## src/rtl/tbp_ram.sv

```systemverilog
`default_nettype none

// Simple dual-port RAM: one write port, one read port, registered read.
// A read at the address being written returns the old contents.
module tbp_ram #(
  parameter int WIDTH = 2,
  parameter int DEPTH = 2048
) (
  input  wire logic                     clk,
  input  wire logic                     we,
  input  wire logic [$clog2(DEPTH)-1:0] waddr,
  input  wire logic [WIDTH-1:0]         wdata,
  input  wire logic [$clog2(DEPTH)-1:0] raddr,
  output logic      [WIDTH-1:0]         rdata
);

  logic [WIDTH-1:0] mem [DEPTH];
  logic [WIDTH-1:0] rdata_r;

  always_ff @(posedge clk) begin
    if (we) begin
      mem[waddr] <= wdata;
    end
    rdata_r <= mem[raddr];
  end

  assign rdata = rdata_r;

endmodule

`default_nettype wire

```

## config.mk

```make
export PLATFORM = sky130hd
export DESIGN_NAME = tbp_ram
export DESIGN_NICKNAME = d
export VERILOG_FILES = /design/src/rtl/tbp_ram.sv
export SDC_FILE = /design/constraint.sdc
export NUM_CORES = 2
export LEC_CHECK = 0
export BUFFER_PORTS_ARGS = -buffer_cell sky130_fd_sc_hd__buf_2
export CAP_MARGIN = 10
export CORE_AREA = 8 8 622 624
export DETAILED_ROUTE_END_ITERATION = 10
export DIE_AREA = 0 0 630 632
export HOLD_SLACK_MARGIN = 0.06
export PLACE_DENSITY = 0.57
export SYNTH_ARGS = -nofsm -noshare
export SYNTH_HDL_FRONTEND = slang
export SYNTH_SLANG_ARGS = --single-unit
export TNS_END_PERCENT = 20
```

## constraint.sdc

```tcl
create_clock -name clk -period 4.55 [get_ports clk]
set_input_delay 0.455 -clock clk [delete_from_list [all_inputs] [get_ports clk]]
set_output_delay 0.455 -clock clk [all_outputs]
set_load 0.05 [all_outputs]
```

Word level (Yosys, flattened, before mapping)

Memories as Yosys holds them, arrays and structs flattened. A register that Yosys moved wholly into a read port is not among the register bits.
Index checks and enable logic that the tools add are counted.

Flip-flop bits (word level): 0
Memory bits (writable): 4,096
Input bits: 26
Output and inout bits: 2
Memories: 1

Memories:

| memory | depth | width | rd ports | clocked after memory_dff | write ports | line | source |
|---|---|---|---|---|---|---|---|
| mem    | 2,048 | 2     | 1        | 1                        | 1           | 17   | `logic [WIDTH-1:0] mem [DEPTH];` |

Multiplexer cells: 2

Operators by type and width:

| kind    | count |
|---|---|
| $mux W1 | 2 |

Logic depth before layout (Yosys ltp)

Word-level depth: 2
Mapped depth: 16
Mapped depth without buffers: 9

Worst setup path after synthesis

Ideal clock, no wire load.

Path type: input port to flip-flop
Start: in raddr[1]
End: reg rdata_r[0], in the netlist rdata[0] (read register of mem)
Data arrival time: 2.670 ns
Required time: 4.423 ns
Path slack: 1.753 ns
Stages on the path: 11
Cells stage by stage: buf_6 buf_4 buf_2 clkbuf_1 mux4_2 mux4_2 mux2i_1 a21oi_1 nand4_1 o41ai_1 or3_1

RTL lines:

| what               | line | source |
|---|---|---|
| start: declaration | 13   | `input wire logic [$clog2(DEPTH)-1:0] raddr,` |
| end: declaration   | 18   | `logic [WIDTH-1:0] rdata_r;` |

==> flow_summary.ini <==
[status]
status = finished, final reports clean

[timing]
tightestPinTransition_ns = 1.296
finalCriticalPeriod_ns = 3.858
fin_worst_skew_ns = 0.05473
fmax_mhz = 259.2
holdWs_ns = 0.2701
final_max_slew_viol_count = 0
setup_viol = 0
fin_crit_sh_pct = 84.78
rsz0062_at_grt = false
max_slew_margin_pct = 12.95
setup_slack_ns = 0.6923
final_hold_viol_count = 0

[layout]
final_design_area_no_fill_um2 = 190800
syn2layout_area_growth_pct = 13.02
layout-drive-gt1-share_pct = 17.79
final_common_cell = edfxtp_1
final_nets = 10362
final_cell_mix = edfxtp_1 (4096), nor2_1 (2177), mux2i_1 (798)

[synth]
synthDistinctLibCells = 81
synth.avg_cell_area_um2 = 16.59
syn_inst = 10174
yosysSeqAreaShare_pct = 72.89
ys.flop_type = edfxtp_1
synth-edff-count = 4096
yosysWarningCount = 0
ys_ff_latch = 4098
synth_nets = 10200
syn-cell-area_um2 = 168800
async_reset_ff_share_pct = 0

[min_path]
hold_start = waddr[4]
min_to = mem[1509][0]
holdPathStages = 5
hp-class = primary input to flip-flop

[route]
ant_nets = 0
drt_iter0_markers = 13129
wl_per_cell_um = 33.51
vias_per_cell = 6.237
routed_wl_um = 527200
num_vias = 98107
drc = 0
dr.pass1.iters = 8

[critical_path]
critPathArrivalTime_ns = 4.68
crit_required_ns = 5.38
worstReg2RegStart = mem[252][0]
timing.rr.end = rdata[0]
critPathLaunchType = primary input
reg2reg_depth = 13
cp_max_fo = 21
reg2reg_slack_ns = 0.73
end_kind = flip-flop
worstSetupPathType = primary input to flip-flop

[die]
num_rows = 226
dieArea_um2 = 398200
dieHeight_um = 632
initial_utilization_pct = 44.75
die_w_um = 630
io-pin-count = 28
fp.coreArea_um2 = 377200

[placement]
gp_congestion = 0.8584
pre_cts_slack_ns = -0.2622
postPlaceCellArea_um2 = 176600
dp_hpwl_um = 316200
portBuffers = 27

[global_route]
grt_max_degree = 176
antenna_found_initial = 37
grt_pass1_vias = 98225
grt_pass1_wl_um = 736500
grtUsageTotal_pct = 25.76
grt-ovfl-total = 0

[power_and_ir_drop]
power_mw = 80.65
power_leakage_nw = 59.39
power_density_nw_per_um2 = 422.8
ir_drop_mv = 0.3447

[clock_tree]
clk_path_buf_depth = 4
htreeDepth = 5
numCtsBuffers = 430
clkLatencyLatePin_ns = 1.00
cts_sinks = 4098
cts_tree = built
clk_pin_slew_ns = 0.06
cts_root_buffer = clkbuf_16
cts_resized = 0

[job]
max_cap_violations = 0
[cells in the mapped netlist, drive strengths merged (5+ instances only)]
cell type  count  area share [%]
a2111oi       28            0.15
a211o          9           0.047
a211oi        63            0.28
a21oi        149            0.44
a22oi          8           0.036
a311oi         6           0.031
a31oi         19           0.070
and2          20           0.074
and3          11           0.041
and3b          7           0.036
buf          388             1.9
clkbuf       464             1.1
edfxtp      4096              73
mux2          22            0.15
mux2i        798             4.7
mux4         639             8.6
nand2        230            0.51
nand2b         6           0.022
nand3         81            0.24
nand4         26           0.096
nor2        2181             4.9
nor2b         12           0.044
nor3         164            0.49
nor3b         10           0.044
nor4          61            0.23
o211ai         8           0.036
o21ai        123            0.36
o221ai       254             1.3
o22a           5           0.026
o22ai        178            0.66
o311ai         8           0.042
o31ai         15           0.067
o32ai         10           0.052
or3           11           0.041
or4           11           0.049
[power breakdown]
part | internal (mW) | switching (mW)
logic | 1.31 | 2.78
registers | 41.5 | 0.0110
clock network | 20.2 | 14.8
[what timing repair did]
item / 4_1_cts / 5_1_grt
setup buffers: 0 / 0
endpoints found under the hold margin: 83 / 0
hold buffers: 8 / 0
[per-layer routing]
| metal | global-route usage, % | up-vias | part of all wire, % | wire, µm |
|---|---|---|---|---|
| met2 | 41.30 | 5221 | 47 | 247000 |
| met1 | 36.06 | 51793 | 40 | 210100 |
| met5 | 0 | - | 0.012 | 61 |
| li1 | - | 40187 | - | - |
| met4 | 8.465 | 12 | 3.6 | 19130 |
| met3 | 4.449 | 894 | 9.7 | 50900 |
[kinds of logic (layout without fill, tap and decap cells)]
family / after synthesis / in the layout / synth area share, %
muxes: 1459 / 1459 / 13.46
and+or+nand+nor: 2850 / 2850 / 6.869
AOI/OAI and AO/OA: 910 / 910 / 3.776
DFF: 4098 / 4098 / 72.89
other: 0 / 14 / 0
buffers and inverters: 857 / 1384 / 2.996
[through the flow]
step / instances / setup TNS, ns / util, %
2_1_floorplan: 10174 / 0 / -
3_3_place_gp: 14907 / -0.5700 / 46.81
3_5_place_dp: 14908 / -0.2832 / 46.81
4_1_cts: 15713 / 0 / 50.54
5_1_grt: 15719 / 0 / 50.57
6_report: 15731 / 0 / 50.57
[worst max-delay path, stage by stage]
cell	delay [ns]
buf_4	0.26
nor2b_1	0.60
nand2_1	0.70
buf_4	0.39
a2111oi_0	0.63
buf_4	0.22
nor4_1	0.05
a211oi_1	0.68
buf_4	0.26
o41ai_1	0.09
or3_1	0.32
[state kept, by name (all words and copies together) (netlist names)]
signal and cells:
rdata 2, mem 4096
[worst max-delay path by stage]
stage | start | endpoint | slack, ns | cells after the start
6_report | raddr[3] | rdata[0] | 0.69 | 11
5_1_grt | raddr[0] | rdata[0] | 0.54 | 12
4_1_cts | raddr[0] | rdata[0] | 0.76 | 13
3_5_place_dp | raddr[0] | rdata[0] | -0.26 | 13
3_3_place_gp | raddr[1] | rdata[0] | -0.50 | 12
2_1_floorplan | raddr[1] | rdata[0] | 1.75 | 11
[final cells by class]
class,count,area (µm²)
fill,31084,186400
sequential,4098,123000
multi-input combinational,5219,41280
clock buffer,524,11250
tap,5016,6276
timing repair buffer,583,6157
clock inverter,273,2711
antenna,14,35.03
inverter,4,27.53
Note: power is estimated with default switching activity, not from simulation.
